$ cat config.mk
export PLATFORM = sky130hd
export DESIGN_NAME = resource_lock_priority_manager
export DESIGN_NICKNAME = d
export VERILOG_FILES = /design/src/rtl/rlpm_pkg.sv /design/src/rtl/resource_lock_priority_manager.sv
export SDC_FILE = /design/constraint.sdc
export NUM_CORES = 2
export LEC_CHECK = 0
export BUFFER_PORTS_ARGS = -buffer_cell sky130_fd_sc_hd__buf_2
export CORE_MARGIN = 4
export CORE_UTILIZATION = 63
export CTS_CLUSTER_DIAMETER = 60
export DETAILED_ROUTE_END_ITERATION = 8
export PLACE_DENSITY = 0.8
export SYNTH_ARGS = -nofsm -noshare
export SYNTH_HDL_FRONTEND = slang
export SYNTH_SLANG_ARGS = --single-unit
$ cat constraint.sdc
create_clock -name i_clk -period 12.4 [get_ports i_clk]
set_input_delay 2.48 -clock i_clk [delete_from_list [all_inputs] [get_ports i_clk]]
set_output_delay 2.48 -clock i_clk [all_outputs]
set_load 0.1 [all_outputs]
$ cat src/rtl/rlpm_pkg.sv
package rlpm_pkg;

    localparam int NUM_RESOURCES = 16;
    localparam int RES_AW = (NUM_RESOURCES > 1) ? $clog2(NUM_RESOURCES) : 1;
    localparam int PRIO_W = 31;
    localparam int PADDR_W = 2;

    localparam logic [PRIO_W-1:0] NO_CEILING = '1;

    localparam logic [1:0] K_LOCK   = 2'd0;
    localparam logic [1:0] K_UNLOCK = 2'd1;
    localparam logic [1:0] K_CEIL   = 2'd2;
    localparam logic [1:0] K_NONE   = 2'd3;

    localparam logic [2:0] ST_GRANTED  = 3'd0;
    localparam logic [2:0] ST_BLOCKED  = 3'd1;
    localparam logic [2:0] ST_RELEASED = 3'd2;
    localparam logic [2:0] ST_NOREL    = 3'd3;
    localparam logic [2:0] ST_CEIL_SET = 3'd4;

    localparam logic [PADDR_W-1:0] REG_MODE = '0;

    typedef struct packed {
        logic [1:0]        kind;
        logic [3:0]        resource_index;
        logic [7:0]        task_id;
        logic [15:0]       job_number;
        logic [PRIO_W-1:0] requester_priority;
        logic [PRIO_W-1:0] original_priority;
        logic [PRIO_W-1:0] ceiling_value;
    } t_cmd;

    typedef struct packed {
        logic [2:0]        status;
        logic              update_valid;
        logic [7:0]        update_task;
        logic [15:0]       update_job;
        logic [PRIO_W-1:0] update_priority;
        logic [7:0]        update_inherit_task;
        logic              update_restored;
        logic              requeue;
        logic              add_to_blocked;
    } t_result;

    typedef struct packed {
        logic              locked;
        logic [7:0]        task_id;
        logic [15:0]       job;
        logic [PRIO_W-1:0] cur;
        logic [PRIO_W-1:0] base;
    } t_owner;

endpackage

$ cat src/rtl/resource_lock_priority_manager.sv
// Resource lock manager with priority inheritance or priority ceiling. An item is taken when
// start is high and busy is low; its single result shows on o_result for one cycle with
// o_done and cannot be held off. Set ceiling, unlock of a free entry and a plain lock finish
// in the lookup state. A lock that boosts an owner, and an unlock, add a sweep over every
// resource entry that rewrites the priority of every entry owned by that job. A ceiling mode
// lock on a free entry first scans all entries for the system ceiling, one entry per cycle,
// then passes the decision state and possibly the boost state and the boost sweep. All table
// reads go through one entry read port and all priority comparisons through one shared
// comparator under the sequencer.
module resource_lock_priority_manager (
    input  logic                    i_clk,
    input  logic                    i_rst_n,
    input  logic                    start,
    output logic                    busy,
    input  rlpm_pkg::t_cmd          i_cmd,
    output logic                    o_done,
    output rlpm_pkg::t_result       o_result,
    input  logic                    psel,
    input  logic                    penable,
    input  logic                    pwrite,
    input  logic [rlpm_pkg::PADDR_W-1:0] paddr,
    input  logic [31:0]             pwdata,
    output logic [31:0]             prdata,
    output logic                    pready
);
    import rlpm_pkg::*;

    localparam logic [2:0] S_IDLE   = 3'd0;
    localparam logic [2:0] S_LOOK   = 3'd1;
    localparam logic [2:0] S_SCAN   = 3'd2;
    localparam logic [2:0] S_DECIDE = 3'd3;
    localparam logic [2:0] S_BOOST  = 3'd4;
    localparam logic [2:0] S_SWEEP  = 3'd5;

    localparam logic [RES_AW-1:0] LAST = RES_AW'(NUM_RESOURCES - 1);

    logic [2:0]        r_state, n_state;
    logic              r_mode;
    t_cmd              r_cmd;
    logic              r_vld;
    logic [RES_AW-1:0] r_e;
    logic [RES_AW-1:0] r_cnt, n_cnt;
    logic [PRIO_W-1:0] r_sys, n_sys;
    logic [RES_AW-1:0] r_who, n_who;
    logic              r_have, n_have;
    logic [7:0]        r_tgt_task, n_tgt_task;
    logic [15:0]       r_tgt_job, n_tgt_job;
    logic [PRIO_W-1:0] r_new, n_new;
    t_result           r_res, n_res;
    logic              r_done, n_done;

    t_owner            r_own  [NUM_RESOURCES];
    logic [PRIO_W-1:0] r_ceil [NUM_RESOURCES];

    logic              accept;
    logic [RES_AW-1:0] rd_addr;
    t_owner            rd_own;
    logic [PRIO_W-1:0] rd_ceil;
    logic [PRIO_W-1:0] cmp_a, cmp_b;
    logic              cmp_lt;
    logic              own_we, ceil_we;
    logic [RES_AW-1:0] wr_addr;
    t_owner            wr_own;
    logic [PRIO_W-1:0] wr_ceil;
    logic              tgt_match, mine;
    t_owner            grant_own;

    assign accept = start && !busy;
    assign busy   = (r_state != S_IDLE);
    assign o_done = r_done;
    assign o_result = r_res;
    assign pready = 1'b1;
    assign prdata = (paddr == REG_MODE) ? {31'b0, r_mode} : 32'b0;

    always_comb begin
        unique case (r_state) inside
            S_SCAN, S_SWEEP:  rd_addr = r_cnt;
            S_DECIDE, S_BOOST: rd_addr = r_who;
            default:          rd_addr = r_e;
        endcase
    end

    assign rd_own  = r_own[rd_addr];
    assign rd_ceil = r_ceil[rd_addr];

    // shared comparator
    always_comb begin
        unique case (r_state) inside
            S_SCAN: begin
                cmp_a = rd_ceil;
                cmp_b = r_sys;
            end
            S_DECIDE: begin
                cmp_a = r_cmd.requester_priority;
                cmp_b = r_sys;
            end
            default: begin
                cmp_a = r_cmd.requester_priority;
                cmp_b = rd_own.cur;
            end
        endcase
    end
    assign cmp_lt = (cmp_a < cmp_b);

    assign tgt_match = rd_own.locked && (rd_own.task_id == r_tgt_task)
                       && (rd_own.job == r_tgt_job);
    assign mine = r_have && (rd_own.task_id == r_cmd.task_id)
                  && (rd_own.job == r_cmd.job_number);

    always_comb begin
        grant_own.locked  = 1'b1;
        grant_own.task_id = r_cmd.task_id;
        grant_own.job     = r_cmd.job_number;
        grant_own.cur     = r_cmd.requester_priority;
        grant_own.base    = r_cmd.original_priority;
    end

    always_comb begin
        n_state    = r_state;
        n_cnt      = r_cnt;
        n_sys      = r_sys;
        n_who      = r_who;
        n_have     = r_have;
        n_tgt_task = r_tgt_task;
        n_tgt_job  = r_tgt_job;
        n_new      = r_new;
        n_res      = r_res;
        n_done     = 1'b0;
        own_we     = 1'b0;
        ceil_we    = 1'b0;
        wr_addr    = r_e;
        wr_own     = '0;
        wr_ceil    = r_cmd.ceiling_value;

        unique case (r_state)
            S_IDLE: begin
                if (accept) begin
                    n_res   = '0;
                    n_state = S_LOOK;
                end
            end
            S_LOOK: begin
                n_cnt = '0;
                unique case (r_cmd.kind)
                    K_CEIL: begin
                        n_res.status = ST_CEIL_SET;
                        own_we  = r_vld;
                        ceil_we = r_vld;
                        n_done  = 1'b1;
                        n_state = S_IDLE;
                    end
                    K_UNLOCK: begin
                        if (!r_vld || !rd_own.locked) begin
                            n_res.status = ST_NOREL;
                            n_done  = 1'b1;
                            n_state = S_IDLE;
                        end else begin
                            n_res.status              = ST_RELEASED;
                            n_res.update_valid        = 1'b1;
                            n_res.update_task         = rd_own.task_id;
                            n_res.update_job          = rd_own.job;
                            n_res.update_priority     = rd_own.base;
                            n_res.update_inherit_task = '0;
                            n_res.update_restored     = 1'b1;
                            n_res.requeue             = 1'b1;
                            n_tgt_task = rd_own.task_id;
                            n_tgt_job  = rd_own.job;
                            n_new      = rd_own.base;
                            // entry is freed now, so the sweep leaves it alone
                            own_we  = 1'b1;
                            n_state = S_SWEEP;
                        end
                    end
                    K_LOCK: begin
                        n_res.status = ST_BLOCKED;
                        if (!r_vld) begin
                            n_done  = 1'b1;
                            n_state = S_IDLE;
                        end else if (rd_own.locked) begin
                            n_res.add_to_blocked = !r_mode;
                            if (cmp_lt) begin
                                n_res.update_valid        = 1'b1;
                                n_res.update_task         = rd_own.task_id;
                                n_res.update_job          = rd_own.job;
                                n_res.update_priority     = r_cmd.requester_priority;
                                n_res.update_inherit_task = r_cmd.task_id;
                                n_res.requeue             = 1'b1;
                                n_tgt_task = rd_own.task_id;
                                n_tgt_job  = rd_own.job;
                                n_new      = r_cmd.requester_priority;
                                n_state    = S_SWEEP;
                            end else begin
                                n_done  = 1'b1;
                                n_state = S_IDLE;
                            end
                        end else if (!r_mode) begin
                            n_res.status = ST_GRANTED;
                            own_we  = 1'b1;
                            wr_own  = grant_own;
                            n_done  = 1'b1;
                            n_state = S_IDLE;
                        end else begin
                            n_sys   = NO_CEILING;
                            n_who   = '0;
                            n_have  = 1'b0;
                            n_state = S_SCAN;
                        end
                    end
                    default: begin
                        n_res.status = ST_NOREL;
                        n_done  = 1'b1;
                        n_state = S_IDLE;
                    end
                endcase
            end
            S_SCAN: begin
                // lowest ceiling among locked entries, first index wins ties
                if (rd_own.locked && cmp_lt) begin
                    n_sys  = rd_ceil;
                    n_who  = r_cnt;
                    n_have = 1'b1;
                end
                if (r_cnt == LAST) begin
                    n_state = S_DECIDE;
                end else begin
                    n_cnt = r_cnt + 1'b1;
                end
            end
            S_DECIDE: begin
                if (cmp_lt || mine) begin
                    n_res.status = ST_GRANTED;
                    own_we  = 1'b1;
                    wr_own  = grant_own;
                    n_done  = 1'b1;
                    n_state = S_IDLE;
                end else if (r_have) begin
                    n_state = S_BOOST;
                end else begin
                    n_done  = 1'b1;
                    n_state = S_IDLE;
                end
            end
            S_BOOST: begin
                n_cnt = '0;
                if (cmp_lt) begin
                    n_res.update_valid        = 1'b1;
                    n_res.update_task         = rd_own.task_id;
                    n_res.update_job          = rd_own.job;
                    n_res.update_priority     = r_cmd.requester_priority;
                    n_res.update_inherit_task = r_cmd.task_id;
                    n_tgt_task = rd_own.task_id;
                    n_tgt_job  = rd_own.job;
                    n_new      = r_cmd.requester_priority;
                    n_state    = S_SWEEP;
                end else begin
                    n_done  = 1'b1;
                    n_state = S_IDLE;
                end
            end
            S_SWEEP: begin
                // priority belongs to the job: rewrite every entry it owns
                wr_addr = r_cnt;
                if (tgt_match) begin
                    own_we     = 1'b1;
                    wr_own     = rd_own;
                    wr_own.cur = r_new;
                end
                if (r_cnt == LAST) begin
                    n_done  = 1'b1;
                    n_state = S_IDLE;
                end else begin
                    n_cnt = r_cnt + 1'b1;
                end
            end
            default: begin
                n_state = S_IDLE;
            end
        endcase
    end

    always_ff @(posedge i_clk) begin
        if (!i_rst_n) begin
            r_state <= S_IDLE;
            r_done  <= 1'b0;
            r_mode  <= 1'b0;
            for (int i = 0; i < NUM_RESOURCES; i++) begin
                r_own[i]  <= '0;
                r_ceil[i] <= NO_CEILING;
            end
        end else begin
            r_state <= n_state;
            r_done  <= n_done;
            if (psel && penable && pwrite && (paddr == REG_MODE)) begin
                r_mode <= pwdata[0];
            end
            if (own_we) begin
                r_own[wr_addr] <= wr_own;
            end
            if (ceil_we) begin
                r_ceil[wr_addr] <= wr_ceil;
            end
        end
    end

    always_ff @(posedge i_clk) begin
        if (accept) begin
            r_cmd <= i_cmd;
            r_vld <= (32'(i_cmd.resource_index) < NUM_RESOURCES);
            r_e   <= (32'(i_cmd.resource_index) < NUM_RESOURCES)
                     ? RES_AW'(i_cmd.resource_index) : '0;
        end
        r_cnt      <= n_cnt;
        r_sys      <= n_sys;
        r_who      <= n_who;
        r_have     <= n_have;
        r_tgt_task <= n_tgt_task;
        r_tgt_job  <= n_tgt_job;
        r_new      <= n_new;
        r_res      <= n_res;
    end

endmodule

Word level (Yosys, flattened, before mapping)
Memory sizes are Yosys's and may differ from the RTL's.
Cells that the tools add are included.
Widths: inputs -> output; s select.
- $add $sub $neg: 1
- magnitude comparators: 1
- eq/ne operators: 28
- multiplexer cells: 102
- reduce and logical (&&, ||, !) cells: 38
- operators by type and width (kind ; count):
    $mux 87 ; 6
    $mux 31 ; 10
    $pmux 87 s3 ; 1
    $pmux 64 s3 ; 1
    $pmux 31 s2 ; 3
    $mux 64 ; 2
    $pmux 64 s2 ; 1
    $reduce_or 87->1 ; 1
    $mux 70 ; 1
    $mux 66 ; 1
    $pmux 16 s2 ; 2
    $mux 16 ; 3
    $mux 1 ; 33
    $eq 16x16->1 ; 2
    $mux 4 ; 8
    $pmux 8 s2 ; 2
    $lt 31x31->1 ; 1
    $reduce_or 31->1 ; 1
    $mux 3 ; 9
    $mux 8 ; 3
    $pmux 4 s2 ; 3
    $pmux 3 s3 ; 2
    $pmux 3 s6 ; 1
    $eq 8x8->1 ; 2
    other kinds (29) ; 71
- register bits: 293
- bits in writable memories: 1888
- input bits: 163
- output and inout bits: 105
- logic and storage cells: 198
- memories kept: 2
- memory list (memory ; depth ; bits a word ; read ports ; clocked after Yosys merged registers in ; wr ports ; line ; RTL):
    r_own ; 16 ; 87 ; 1 ; 0 ; 16 ; resource_lock_priority_manager.sv:52 ; t_owner r_own [NUM_RESOURCES];
    r_ceil ; 16 ; 31 ; 1 ; 0 ; 16 ; resource_lock_priority_manager.sv:53 ; logic [PRIO_W-1:0] r_ceil [NUM_RESOURCES];

Longest topological paths before layout
An unclocked memory read counts as a cell.
- depth in word-level cells: 15
- depth in mapped cells: 34
- mapped depth without buffers: 22

Least setup slack after synthesis
No wires, ideal clock.
- path type: register to register
- from: reg r_cnt[0]
- to: mem r_own[12][0] (netlist bit), enable pin
- setup time: 0.839 ns
- arrival time: 8.174 ns
- data required time: 11.561 ns
- setup slack: 3.387 ns
- cell stages (with the launch flop): 33
- buffers on the path: 11
- period minus slack after synthesis: 9.013 ns
- cells stage by stage: edfxtp_1 > clkbuf_1 > nor3b_2 > o32ai_4 > nand2_2 > buf_2 > buf_4 > buf_2 > buf_4 > buf_2 > buf_1 > buf_1 > mux4_2 > nand2_1 > a31oi_1 > nand2_1 > nand2_1 > ha_1 > nand4_1 > or2_2 > nor4_1 > nand3_1 > a21oi_1 > a221oi_1 > o21ai_0 > a41oi_1 > clkbuf_1 > inv_1 > a21oi_4 > buf_12 > o31ai_2 > clkbuf_1 > nand2_1
- RTL lines (what ; line ; RTL):
    start, declared ; resource_lock_priority_manager.sv:42 ; logic [RES_AW-1:0] r_cnt, n_cnt;
    start signal, assigned ; resource_lock_priority_manager.sv:312 ; r_cnt <= n_cnt;
    end, declared ; resource_lock_priority_manager.sv:52 ;

==> impl_metrics.json <==
{
  "worst_path_largest_cell_delay_ns": 1.02,
  "cpMaxStageDelayCell": "buf_4",
  "syn_avg_cell_area_um2": 13.9,
  "crit_start": "r_state[2]",
  "via_count": 69700,
  "rr_endpoint": "r_own[3][7]",
  "synth_cell_types": 75,
  "reg2regPathDepth": 25,
  "layout_common_cells": "edfxtp_1 (2176), a21oi_1 (1222), nand2_1 (668)",
  "viasPerCell": 7.38,
  "path_max_fanout": 64,
  "fin_crit_sh": 0.903,
  "worst_hold_startpoint": "o_result[7]",
  "post_cts_resized": 0,
  "hold_buffers": 0,
  "worstSetupEndpointType": "flip-flop",
  "dpl.hpwl_mm": 161,
  "tightest_slew_ns": 1.32,
  "hp-class": "reg2reg",
  "gp_congestion": 0.829,
  "portBuffers": 204,
  "cts_tree": "built",
  "regToRegStartpoint": "r_state[2]",
  "dieArea_um2": 168000,
  "ys_ff_latch": 2181,
  "clock_insertion_delay_worst_skew_ns": 0.88,
  "syn_inst": 7306,
  "finish.utilization": 0.689,
  "drive_gt1_frac": 0.208,
  "overflow": 0,
  "synth-edff-count": 2176,
  "yosysSeqAreaShare": 0.643,
  "synthesis.area_um2": 102000,
  "multi_input_area_um2": 33100,
  "rsz0062_at_grt": "no",
  "drc": 0,
  "seq_area_um2": 65400,
  "finalWirelength_mm": 313,
  "die_w_um": 410,
  "crit_arrival_ns": 11.73,
  "async_flop_share": 0,
  "holdPathEnd": "o_result[7]",
  "numCtsBuffers": 217,
  "layout_min_cycle_time_ns": 11.19,
  "dr.pass1.iters": 7,
  "fillerInstances": 10300,
  "routed_wire_length_per_instance_um": 33.1,
  "maxSlewViolCount": 0,
  "crit_type": "reg2reg",
  "p_leak_nw": 33.9,
  "grt_pass1_wl_mm": 450,
  "required_ns": 12.94,
  "cts.path.max_buffers": 3,
  "cts_sinks": 2181,
  "cts_max_level": 4,
  "relSlewSlack": 0.114,
  "finalHoldViolCount": 0,
  "maxCapViolCount": 0,
  "tns_ns": 0,
  "fin_skew_ns": 0.0447,
  "synthFlopType": "edfxtp_1",
  "syn2layout_area_growth_pct": 8.76,
  "antenna_found_initial": 8,
  "die_h_um": 410,
  "num_rows": 147,
  "crit_family": "compound AO/OA/AOI/OAI gates",
  "core_um2": 161000,
  "start_util": 0.634,
  "drt_iter0_markers": 12200,
  "root_buffer": "clkbuf_16",
  "first_global_vias": 68700,
  "outcome": "completed",
  "post_cts_buffers": 0,
  "ys_warn_count": 0,
  "clkTransAtPathRegs_ns": 0.06,
  "nets": 7296,
  "max_freq_mhz": 89.3,
  "cp_num_buf_inv": 6,
  "layout_commonest_cell": "edfxtp_1",
  "ant_nets": 0,
  "start_kind": "flip-flop",
  "ioPinCount": 268,
  "ir_worst_vdd_v": 0.000171,
  "hold_depth": 2,
  "setup_viol": 0,
  "grt_max_degree": 135,
  "grt_util_all_layers": 0.366,
  "cpMostUsedCell": "buf_4",
  "r2r_slack_ns": 1.21,
  "p_per_area_nw_per_um2": 163
}
-- Yosys cell counts (all sizes together), types with 16 or more instances --
master,n,area [µm²]
edfxtp,2176,65300
a21oi,1471,8300
clkbuf,487,1830
mux2i,126,1260
nor3,40,205
a32oi,17,149
a311oi,31,272
or4,25,191
a21boi,20,150
or3,500,3130
o31ai,17,208
nor2,92,353
nand4,18,113
nor3b,18,145
a21o,18,135
or2,34,213
buf,334,2140
a2111oi,138,1210
inv,16,60.1
a31oi,73,457
nand2,689,2590
ha,31,388
o21ai,182,1610
and3,213,1330
mux4,380,8560
mux2,24,270
xnor2,26,228
-- worst max path at each step --
stage / end / slack [ns] / cells past startpoint
after floorplan: r_own[12][0] / 3.39 / 32
after detailed placement: r_own[14][1] / 1.79 / 24
final: r_own[3][7] / 1.21 / 25
after global placement: r_own[4][1] / 1.97 / 24
after CTS: r_own[14][1] / 1.69 / 24
after global routing: r_own[14][1] / 1.19 / 24
-- metal layers --
layer	track usage	share of wire	wire, µm
met2	0.556	0.45	141000
met4	0.216	0.071	22300
met1	0.467	0.31	98500
met3	0.116	0.16	51100
met5	0	0.00011	33
-- cells by family (layout without fill, tap and decap cells) --
kind of cell,count (synthesis),in the layout,share of synthesized area
compound gates,2005,2005,0.126
xor+xnor,32,32,0.00275
fa+ha+maj,31,31,0.00381
buf+inv,837,780,0.0396
flops,2181,2181,0.643
mux,530,530,0.0991
other cells,2,36,0.0000738
simple gates,1688,1688,0.0852
-- state kept, by name, summed over array words and instances, names as in the netlist, 2 cells and up --
name and count:
grant_own 86, o_result 70, r_ceil 496, r_cmd 2
r_cnt 4, r_e 4, r_new 31, r_own 1392
r_state 3, r_sys 31, r_tgt_job 16, r_tgt_task 8
r_who 4, wr_ceil 31
-- worst min-delay path, stage by stage (launching register included) --
cell      delay, ns
edfxtp_1       0.34
mux2i_1        0.07
nor2_1         0.08
-- power breakdown --
| part | internal [W] | total [W] | switching [W] |
|---|---|---|---|
| Clock | 0.00359 | 0.00644 | 0.00285 |
| Sequential | 0.00841 | 0.00860 | 0.000188 |
| Combinational | 0.000858 | 0.00295 | 0.00209 |
| Total | 0.0129 | 0.0180 | 0.00513 |
-- layout make-up --
type / instances / share of cell area
antenna: 4 / 0.0000904
clock buffer: 275 / 0.0520
multi-input combinational: 4318 / 0.299
timing repair buffer: 368 / 0.0230
sequential: 2181 / 0.591
inverter: 16 / 0.000543
clock inverter: 121 / 0.00989
tap: 2160 / 0.0244
-- through the flow --
stage | cells | hold WS, ns | power (W) | instance area [µm²] | setup WS, ns
after floorplan | 7336 | 0.536 | 0.0106 | 102000 | 3.39
after global placement | 9043 | 0.580 | 0.0115 | 104000 | 1.97
after detailed placement | 9043 | 0.587 | 0.0116 | 104000 | 1.79
after CTS | 9439 | 0.602 | 0.0179 | 111000 | 1.69
after global routing | 9439 | 0.627 | 0.0184 | 111000 | 1.19
final | 9443 | 0.601 | 0.0180 | 111000 | 1.21
No activity file was read; power rests on OpenSTA's default activity.
